==> config.mk <==
export PLATFORM = sky130hd
export DESIGN_NAME = cartridge_bank_mapper_scanline_irq_flat
export DESIGN_NICKNAME = d
export VERILOG_FILES = /design/src/rtl/cbm_pkg.sv /design/src/rtl/cbm_req_if.sv /design/src/rtl/cbm_rsp_if.sv /design/src/rtl/cartridge_bank_mapper_scanline_irq.sv /design/src/rtl/cbm_regs.sv /design/src/rtl/cbm_xlate.sv /design/src/flat_wrapper.sv
export SDC_FILE = /design/constraint.sdc
export NUM_CORES = 1
export LEC_CHECK = 0
export BUFFER_PORTS_ARGS = -buffer_cell sky130_fd_sc_hd__buf_2
export CAP_MARGIN = 20
export CORE_ASPECT_RATIO = 0.6
export CORE_MARGIN = 2
export CORE_UTILIZATION = 47
export DETAILED_ROUTE_END_ITERATION = 6
export PLACE_DENSITY = 0.72
export SYNTH_ARGS = -nofsm -noshare
export SYNTH_HDL_FRONTEND = slang
export SYNTH_HIERARCHICAL = 1
export SYNTH_SLANG_ARGS = --single-unit
==> constraint.sdc <==
create_clock -name clk -period 2.23 [get_ports clk]
set_input_delay 0.1115 -clock clk [delete_from_list [all_inputs] [get_ports clk]]
set_output_delay 0.1115 -clock clk [all_outputs]
set_load 0.01 [all_outputs]
==> src/rtl/cbm_pkg.sv <==
package cbm_pkg;

  // Cartridge size, in banks of the unit each window is counted in.
  localparam int unsigned PRG_BANKS_8K = 64;
  localparam int unsigned CHR_BANKS_1K = 256;

  // Request kinds.
  localparam logic [1:0] ACT_WRITE    = 2'd0;
  localparam logic [1:0] ACT_PRG_READ = 2'd1;
  localparam logic [1:0] ACT_CHR_READ = 2'd2;
  localparam logic [1:0] ACT_TICK     = 2'd3;

  // Write decode: the 8K region select (address bits 15:13).
  localparam logic [2:0] REGION_CONTROL = 3'b011;
  localparam logic [2:0] REGION_MIRROR  = 3'b100;
  localparam logic [2:0] REGION_SELECT  = 3'b101;
  localparam logic [2:0] REGION_LOAD    = 3'b110;
  localparam logic [2:0] REGION_IRQ     = 3'b111;

  localparam logic [15:0] ADDR_IRQ_ACK    = 16'hE002;
  localparam logic [15:0] ADDR_IRQ_RELOAD = 16'hE003;

  // The upper program window is fixed to the last two 8K banks.
  localparam logic [7:0] PRG_FIXED_BASE = 8'(PRG_BANKS_8K - 2);

  typedef logic [7:0] wrap_table_t [256];

  // Bank number modulo the ROM size, built as a table at elaboration.
  function automatic wrap_table_t make_wrap_table(input int unsigned banks);
    wrap_table_t tbl;
    int unsigned rem;
    rem = 0;
    for (int i = 0; i < 256; i++) begin
      tbl[i] = 8'(rem);
      rem = rem + 1;
      if (rem == banks) begin
        rem = 0;
      end
    end
    return tbl;
  endfunction

  localparam wrap_table_t PRG_WRAP = make_wrap_table(PRG_BANKS_8K);
  localparam wrap_table_t CHR_WRAP = make_wrap_table(CHR_BANKS_1K);

  // Mapper state seen by the translation logic.
  typedef struct packed {
    logic [7:0]      control;
    logic [7:0][7:0] banks;
  } cbm_state_t;

  // Status flags as they stand after the current request.
  typedef struct packed {
    logic mirror;
    logic irq;
  } cbm_flags_t;

endpackage

==> src/rtl/cbm_req_if.sv <==
interface cbm_req_if;
  import cbm_pkg::*;

  logic        valid;
  logic        ready;
  logic [1:0]  action;
  logic [15:0] address;
  logic [7:0]  data;

  modport source (output valid, action, address, data, input ready);
  modport sink (input valid, action, address, data, output ready);
endinterface

==> src/rtl/cbm_rsp_if.sv <==
interface cbm_rsp_if;
  import cbm_pkg::*;

  logic        valid;
  logic        ready;
  logic [18:0] prg_address;
  logic        prg_valid;
  logic [17:0] chr_address;
  logic        mirror_h;
  logic        irq_line;

  modport source (output valid, prg_address, prg_valid, chr_address, mirror_h,
                  irq_line, input ready);
  modport sink (input valid, prg_address, prg_valid, chr_address, mirror_h,
                irq_line, output ready);
endinterface

==> src/rtl/cartridge_bank_mapper_scanline_irq.sv <==
// Cartridge bank mapper with a scanline interrupt counter. Every request on
// req (a CPU write, a CPU read to translate, a PPU pattern read to translate,
// or a scanline tick) yields exactly one response on rsp, in order. The block
// takes one request per clock: the request is decoded and translated in the
// cycle it is accepted, and the response sits in the output register from the
// next cycle on. The output register is the only stage, so req.ready is high
// whenever that register is empty or is being emptied in the same cycle; a
// stalled response holds back new requests and nothing else.
module cartridge_bank_mapper_scanline_irq
  import cbm_pkg::*;
(
  input logic      clk,
  input logic      rst,
  cbm_req_if.sink  req,
  cbm_rsp_if.source rsp
);

  logic        accept;
  cbm_state_t  state;
  cbm_flags_t  flags_next;
  logic [18:0] prg_address;
  logic        prg_valid;
  logic [17:0] chr_address;

  // Response register and its payload.
  logic        out_valid;
  logic [18:0] out_prg_address;
  logic        out_prg_valid;
  logic [17:0] out_chr_address;
  logic        out_mirror;
  logic        out_irq;

  // A new request may enter whenever the response slot frees up this cycle.
  assign req.ready = !out_valid || rsp.ready;
  assign accept    = req.valid && req.ready;

  // Mapper registers: write decode and the scanline counter.
  cbm_regs u_regs (
    .clk        (clk),
    .rst        (rst),
    .accept     (accept),
    .action     (req.action),
    .address    (req.address),
    .data       (req.data),
    .state      (state),
    .flags_next (flags_next)
  );

  // Address translation uses the state as it stood before this request;
  // only writes and ticks change state, and they produce no translation.
  cbm_xlate u_xlate (
    .action      (req.action),
    .address     (req.address),
    .state       (state),
    .prg_address (prg_address),
    .prg_valid   (prg_valid),
    .chr_address (chr_address)
  );

  always_ff @(posedge clk) begin
    if (rst) begin
      out_valid <= 1'b0;
    end else if (accept) begin
      out_valid <= 1'b1;
    end else if (rsp.ready) begin
      out_valid <= 1'b0;
    end
  end

  // Mirroring and the interrupt line report the state after this request.
  always_ff @(posedge clk) begin
    if (accept) begin
      out_prg_address <= prg_address;
      out_prg_valid   <= prg_valid;
      out_chr_address <= chr_address;
      out_mirror      <= flags_next.mirror;
      out_irq         <= flags_next.irq;
    end
  end

  assign rsp.valid       = out_valid;
  assign rsp.prg_address = out_prg_address;
  assign rsp.prg_valid   = out_prg_valid;
  assign rsp.chr_address = out_chr_address;
  assign rsp.mirror_h    = out_mirror;
  assign rsp.irq_line    = out_irq;

endmodule

==> src/rtl/cbm_regs.sv <==
module cbm_regs
  import cbm_pkg::*;
(
  input  logic        clk,
  input  logic        rst,
  input  logic        accept,
  input  logic [1:0]  action,
  input  logic [15:0] address,
  input  logic [7:0]  data,
  output cbm_state_t  state,
  output cbm_flags_t  flags_next
);

  logic [7:0]      control, control_next;
  logic [7:0][7:0] banks, banks_next;
  logic [2:0]      slot, slot_next;
  logic            armed, armed_next;
  logic [7:0]      line_count, line_count_next;
  logic            count_en, count_en_next;
  logic            irq, irq_next;
  logic            mirror, mirror_next;
  logic [7:0]      line_dec;

  assign line_dec = line_count - 8'd1;

  always_comb begin
    control_next    = control;
    banks_next      = banks;
    slot_next       = slot;
    armed_next      = armed;
    line_count_next = line_count;
    count_en_next   = count_en;
    irq_next        = irq;
    mirror_next     = mirror;
    if (action == ACT_WRITE) begin
      unique case (address[15:13])
        REGION_CONTROL: begin
          control_next = data;
        end
        REGION_MIRROR: begin
          mirror_next = data[0];
        end
        REGION_SELECT: begin
          slot_next  = data[2:0];
          armed_next = 1'b1;
        end
        REGION_LOAD: begin
          if (armed) begin
            banks_next[slot] = data;
            armed_next       = 1'b0;
          end
        end
        REGION_IRQ: begin
          if (address == ADDR_IRQ_ACK) begin
            irq_next = 1'b0;
          end else if (address == ADDR_IRQ_RELOAD) begin
            line_count_next = data;
            count_en_next   = (data != 8'd0);
          end
        end
        default: begin
        end
      endcase
    end else if (action == ACT_TICK && count_en) begin
      line_count_next = line_dec;
      if (line_dec == 8'd0) begin
        count_en_next = 1'b0;
        irq_next      = 1'b1;
      end
    end
  end

  always_ff @(posedge clk) begin
    if (rst) begin
      control    <= '0;
      banks      <= '0;
      slot       <= '0;
      armed      <= 1'b0;
      line_count <= '0;
      count_en   <= 1'b0;
      irq        <= 1'b0;
      mirror     <= 1'b0;
    end else if (accept) begin
      control    <= control_next;
      banks      <= banks_next;
      slot       <= slot_next;
      armed      <= armed_next;
      line_count <= line_count_next;
      count_en   <= count_en_next;
      irq        <= irq_next;
      mirror     <= mirror_next;
    end
  end

  assign state.control     = control;
  assign state.banks       = banks;
  assign flags_next.mirror = mirror_next;
  assign flags_next.irq    = irq_next;

endmodule

==> src/rtl/cbm_xlate.sv <==
module cbm_xlate
  import cbm_pkg::*;
(
  input  logic [1:0]  action,
  input  logic [15:0] address,
  input  cbm_state_t  state,
  output logic [18:0] prg_address,
  output logic        prg_valid,
  output logic [17:0] chr_address
);

  logic [7:0] prg_bank;
  logic [7:0] prg_wrapped;
  logic [7:0] chr_bank;
  logic [7:0] chr_wrapped;
  logic [2:0] chr_slot;

  // Program side: the upper 16K is fixed, the lower 16K is either one 16K
  // bank from the control byte or two 8K banks from the bank table.
  always_comb begin
    if (address[14]) begin
      prg_bank = PRG_FIXED_BASE + {7'd0, address[13]};
    end else if (state.control[7]) begin
      prg_bank = {2'b00, state.control[4:0], address[13]};
    end else begin
      prg_bank = state.banks[{2'b10, address[13]}];
    end
  end

  assign prg_wrapped = PRG_WRAP[prg_bank];
  assign prg_valid   = (action == ACT_PRG_READ) && address[15];
  assign prg_address = prg_valid ? {prg_wrapped[5:0], address[12:0]} : '0;

  // Character side: two 2K windows followed by four 1K windows.
  assign chr_slot = address[12:10];

  always_comb begin
    case (chr_slot) inside
      3'd0, 3'd1: chr_bank = {state.banks[0][7:1], chr_slot[0]};
      3'd2, 3'd3: chr_bank = {state.banks[2][7:1], chr_slot[0]};
      3'd4:       chr_bank = state.banks[6];
      3'd5:       chr_bank = state.banks[1];
      3'd6:       chr_bank = state.banks[7];
      default:    chr_bank = state.banks[3];
    endcase
  end

  assign chr_wrapped = CHR_WRAP[chr_bank];
  assign chr_address = (action == ACT_CHR_READ) ? {chr_wrapped, address[9:0]} : '0;

endmodule

==> src/flat_wrapper.sv <==
// flat-port wrapper written by rule: the top's interface ports become plain ports
module cartridge_bank_mapper_scanline_irq_flat import cbm_pkg::*;
  (clk, rst, req_valid, req_action, req_address, req_data, req_ready, rsp_valid, rsp_prg_address, rsp_prg_valid, rsp_chr_address, rsp_mirror_h, rsp_irq_line, rsp_ready);
  cbm_req_if req_i ();
  cbm_rsp_if rsp_i ();
  input logic clk;
  input logic rst;
  input wire logic [$bits(req_i.valid)-1:0] req_valid;
  input wire logic [$bits(req_i.action)-1:0] req_action;
  input wire logic [$bits(req_i.address)-1:0] req_address;
  input wire logic [$bits(req_i.data)-1:0] req_data;
  output wire logic [$bits(req_i.ready)-1:0] req_ready;
  output wire logic [$bits(rsp_i.valid)-1:0] rsp_valid;
  output wire logic [$bits(rsp_i.prg_address)-1:0] rsp_prg_address;
  output wire logic [$bits(rsp_i.prg_valid)-1:0] rsp_prg_valid;
  output wire logic [$bits(rsp_i.chr_address)-1:0] rsp_chr_address;
  output wire logic [$bits(rsp_i.mirror_h)-1:0] rsp_mirror_h;
  output wire logic [$bits(rsp_i.irq_line)-1:0] rsp_irq_line;
  input wire logic [$bits(rsp_i.ready)-1:0] rsp_ready;
  assign req_i.valid = req_valid;
  assign req_i.action = req_action;
  assign req_i.address = req_address;
  assign req_i.data = req_data;
  assign req_ready = req_i.ready;
  assign rsp_valid = rsp_i.valid;
  assign rsp_prg_address = rsp_i.prg_address;
  assign rsp_prg_valid = rsp_i.prg_valid;
  assign rsp_chr_address = rsp_i.chr_address;
  assign rsp_mirror_h = rsp_i.mirror_h;
  assign rsp_irq_line = rsp_i.irq_line;
  assign rsp_i.ready = rsp_ready;
  cartridge_bank_mapper_scanline_irq u_core (.clk(clk), .rst(rst), .req(req_i), .rsp(rsp_i));
endmodule
==> flow_summary.rst <==
.. list-table::
   :header-rows: 1

   * - Metric
     - Value
   * - Status
     - complete, no violations
   * - Width of the chip
     - 143.5 um
   * - Maximum ir drop on the vdd rail
     - 0.0005282 V
   * - TritonCTS clock tree
     - done
   * - Clock Skew
     - 0.005921 ns
   * - Initial DRC Count
     - 293
   * - Clock tree root buffer cell
     - sky130_fd_sc_hd__clkbuf_16
   * - Startpoint-to-endpoint class of the critical path
     - input pin to flip-flop
   * - Leakage power of the design
     - 2.827 nW
   * - Remaining routing DRC violations
     - 0
   * - Clock input transition at the sequential cells of the worst setup and hold paths
     - 0.06 ns
   * - Setup fix buffers added after clock tree synthesis
     - 0
   * - Final design area excluding fillers
     - 6685 um2
   * - Vias in the first global route
     - 3902
   * - NumNets Final
     - 628
   * - Final estimated routing congestion in global placement
     - 0.8459
   * - Die height
     - 87.73 um
   * - Detailed Route WL
     - 13.67 mm
   * - Number of pins with negative max-slew slack in the final report
     - 0
   * - Synthesized Nets
     - 548
   * - Antenna violations before repair
     - 0
   * - Most common cell after layout, fill and taps aside
     - sky130_fd_sc_hd__nor2_1
   * - Total number of vias
     - 4154
   * - Post-route ant nets
     - 0
   * - Portion of the clock cycle consumed by the worst path in the final layout
     - 0.9589
   * - Largest incremental delay on the critical path
     - 0.65 ns
   * - Max FO, Critical Path
     - 3
   * - Total CTS buffers
     - 17
   * - Crit path cell chain
     - dlygate4sd3_1 > buf_2 > nor4_1 > nand2_1 > or4b_2 > o21ai_0 > o2bb2ai_1
   * - Pin count of the biggest net entering global routing
     - 41
   * - Crit. End Element
     - flip-flop
   * - Layout overhead on the synthesized area
     - 21.74%
   * - GRT overflow
     - 0
   * - Detailed-placement wirelength estimate
     - 9.243 mm
   * - Clock period minus final worst setup slack
     - 2.138 ns
   * - RSZ-0062 raised after global routing
     - no
   * - Instance area after placement
     - 6038 um2
   * - Htree depth
     - 4
   * - Pre-CTS worst setup slack
     - 0.02063 ns
   * - Drt via density
     - 5.402
   * - Max Root-Sink Buffers
     - 2
   * - Final Hold Violating Endpoints
     - 0
   * - Family with the most delay on the worst path
     - simple AND/OR/NAND/NOR gates
   * - Critical path data required time
     - 2.50 ns
   * - Warning count from the yosys run
     - 6
   * - Total iterations of the first detailed-routing run
     - 5
   * - Post-synthesis instance area
     - 5492 um2
   * - Pin slew with the least headroom to its limit
     - 0.7909 ns
   * - Wire length of the first global-routing pass
     - 21.11 mm
   * - Number of buffers and inverters on the critical path
     - 2
   * - Synthesized instance count
     - 516
   * - Average cell area after synthesis
     - 10.64 um2
   * - Routed wirelength normalized by instance count
     - 17.78 um
   * - Number of maximum-capacitance constraint violations
     - 0
   * - Number of cell rows
     - 30
   * - Nature of the critical path startpoint
     - input pin
   * - Number of buffer cells added on primary ports
     - 71
   * - CORE AREA
     - 11340 um2
   * - Final worst setup slack
     - 0.09166 ns
   * - Commonest non-fill, non-tap cells in the layout
     - sky130_fd_sc_hd__nor2_1 (80), sky130_fd_sc_hd__dfxtp_1 (79), sky130_fd_sc_hd__buf_2 (71), sky130_fd_sc_hd__mux2i_1 (70), sky130_fd_sc_hd__edfxtp_1 (40)
   * - Class of the worst hold path
     - input pin to flip-flop
   * - Master of the slowest instance on the critical path
     - sky130_fd_sc_hd__or4b_2
   * - Fmax
     - 467.7 MHz
   * - Number of endpoints failing setup at the final stage
     - 0
   * - Source-to-sink clock delay at the later pin of the worst-skew pair
     - 0.41 ns
   * - Final Core Density
     - 0.5897
   * - Normalized max-slew margin
     - 0.4722
   * - Die ar.
     - 12590 um2
   * - Ratio of cells with drive above 1 in the final layout
     - 0.2677
   * - Total power of the final layout
     - 5.262 mW
   * - Top-level I/O count
     - 72
   * - Arr. time, crit path
     - 2.41 ns
   * - Antenna cell count
     - 0
   * - Clock sink count
     - 120
   * - Power per standard cell area
     - 787.1 nW/um2
   * - Global router's overall resource usage
     - 0.2245
   * - Effective utilization at floorplan
     - 0.4844
## registers in the layout (all words and copies together), names as in the netlist
register and cells:
u_core/u_regs/armed 1, u_core/u_regs/irq 1, u_core/rsp.prg_valid 1, u_core/u_regs/line_count 8, u_core/rsp.irq_line 1, u_core/u_regs/control 6, u_core/rsp.mirror_h 1, u_core/u_regs/mirror 1
u_core/u_regs/slot 3, u_core/rsp.prg_address 19, u_core/rsp.valid 1, u_core/u_regs/state 58, u_core/rsp.chr_address 18, u_core/u_regs/count_en 1
## path summary, 6_finish.rpt
kind                                        startpoint                                   end  slack [ns]  cells after the start
setup / recovery                        req_address[4]        u_core/u_regs/irq$_SDFFE_PP0P_        0.09                      7
setup reg to reg         u_core/rsp.valid$_SDFFE_PP0P_  u_core/u_regs/state[25]$_SDFFE_PP0P_        0.12                      8
hold reg to reg   u_core/u_regs/state[53]$_SDFFE_PP0P_  u_core/u_regs/state[53]$_SDFFE_PP0P_        0.49                      2
hold / removal                          req_address[9]   u_core/rsp.prg_address[9]$_DFFE_PP_        0.02                      2
## report_power, final
part	leakage (nW)	internal, mW	switching (mW)
sequential	1.04	2.31	0.0139
combinational	1.52	0.122	0.221
clock	0.269	1.62	0.970
## repair_timing
| action | 4_1_cts | 5_1_grt |
|---|---|---|
| endpoints found under the setup margin | 0 | 7 |
| hold buffers | 8 | 0 |
| hold endpoints to repair | 10 | 0 |
| resized for setup | 0 | 1 |
## per-stage QoR
step	hold slack [ns]	setup TNS, ns	std cells
detailed placement	0.3591	0	729
floorplan	0.1666	-2.814	516
global route	0.01962	0	769
CTS	0.003879	0	769
global placement	0.3596	0	729
finish	0.01930	0	769
## area by class of cell
cell class / count / area, um2
inverters: 7 / 26.28
clock buffers: 18 / 429.2
flip-flops and latches: 120 / 2804
multi-input cells: 345 / 2450
well taps: 160 / 200.2
fillers: 945 / 4651
clock inverters: 14 / 132.6
repair buffers: 105 / 643.1
## layer usage
layer  vias to the layer above  wire, um  GRT usage
li1                       1994         -          -
met1                      2013      6488     0.3097
met2                       131      6014     0.3325
met3                        16       981    0.07709
met4                         0       185    0.07487
met5                         -         0          0
Power figures use the tool's default switching activity.
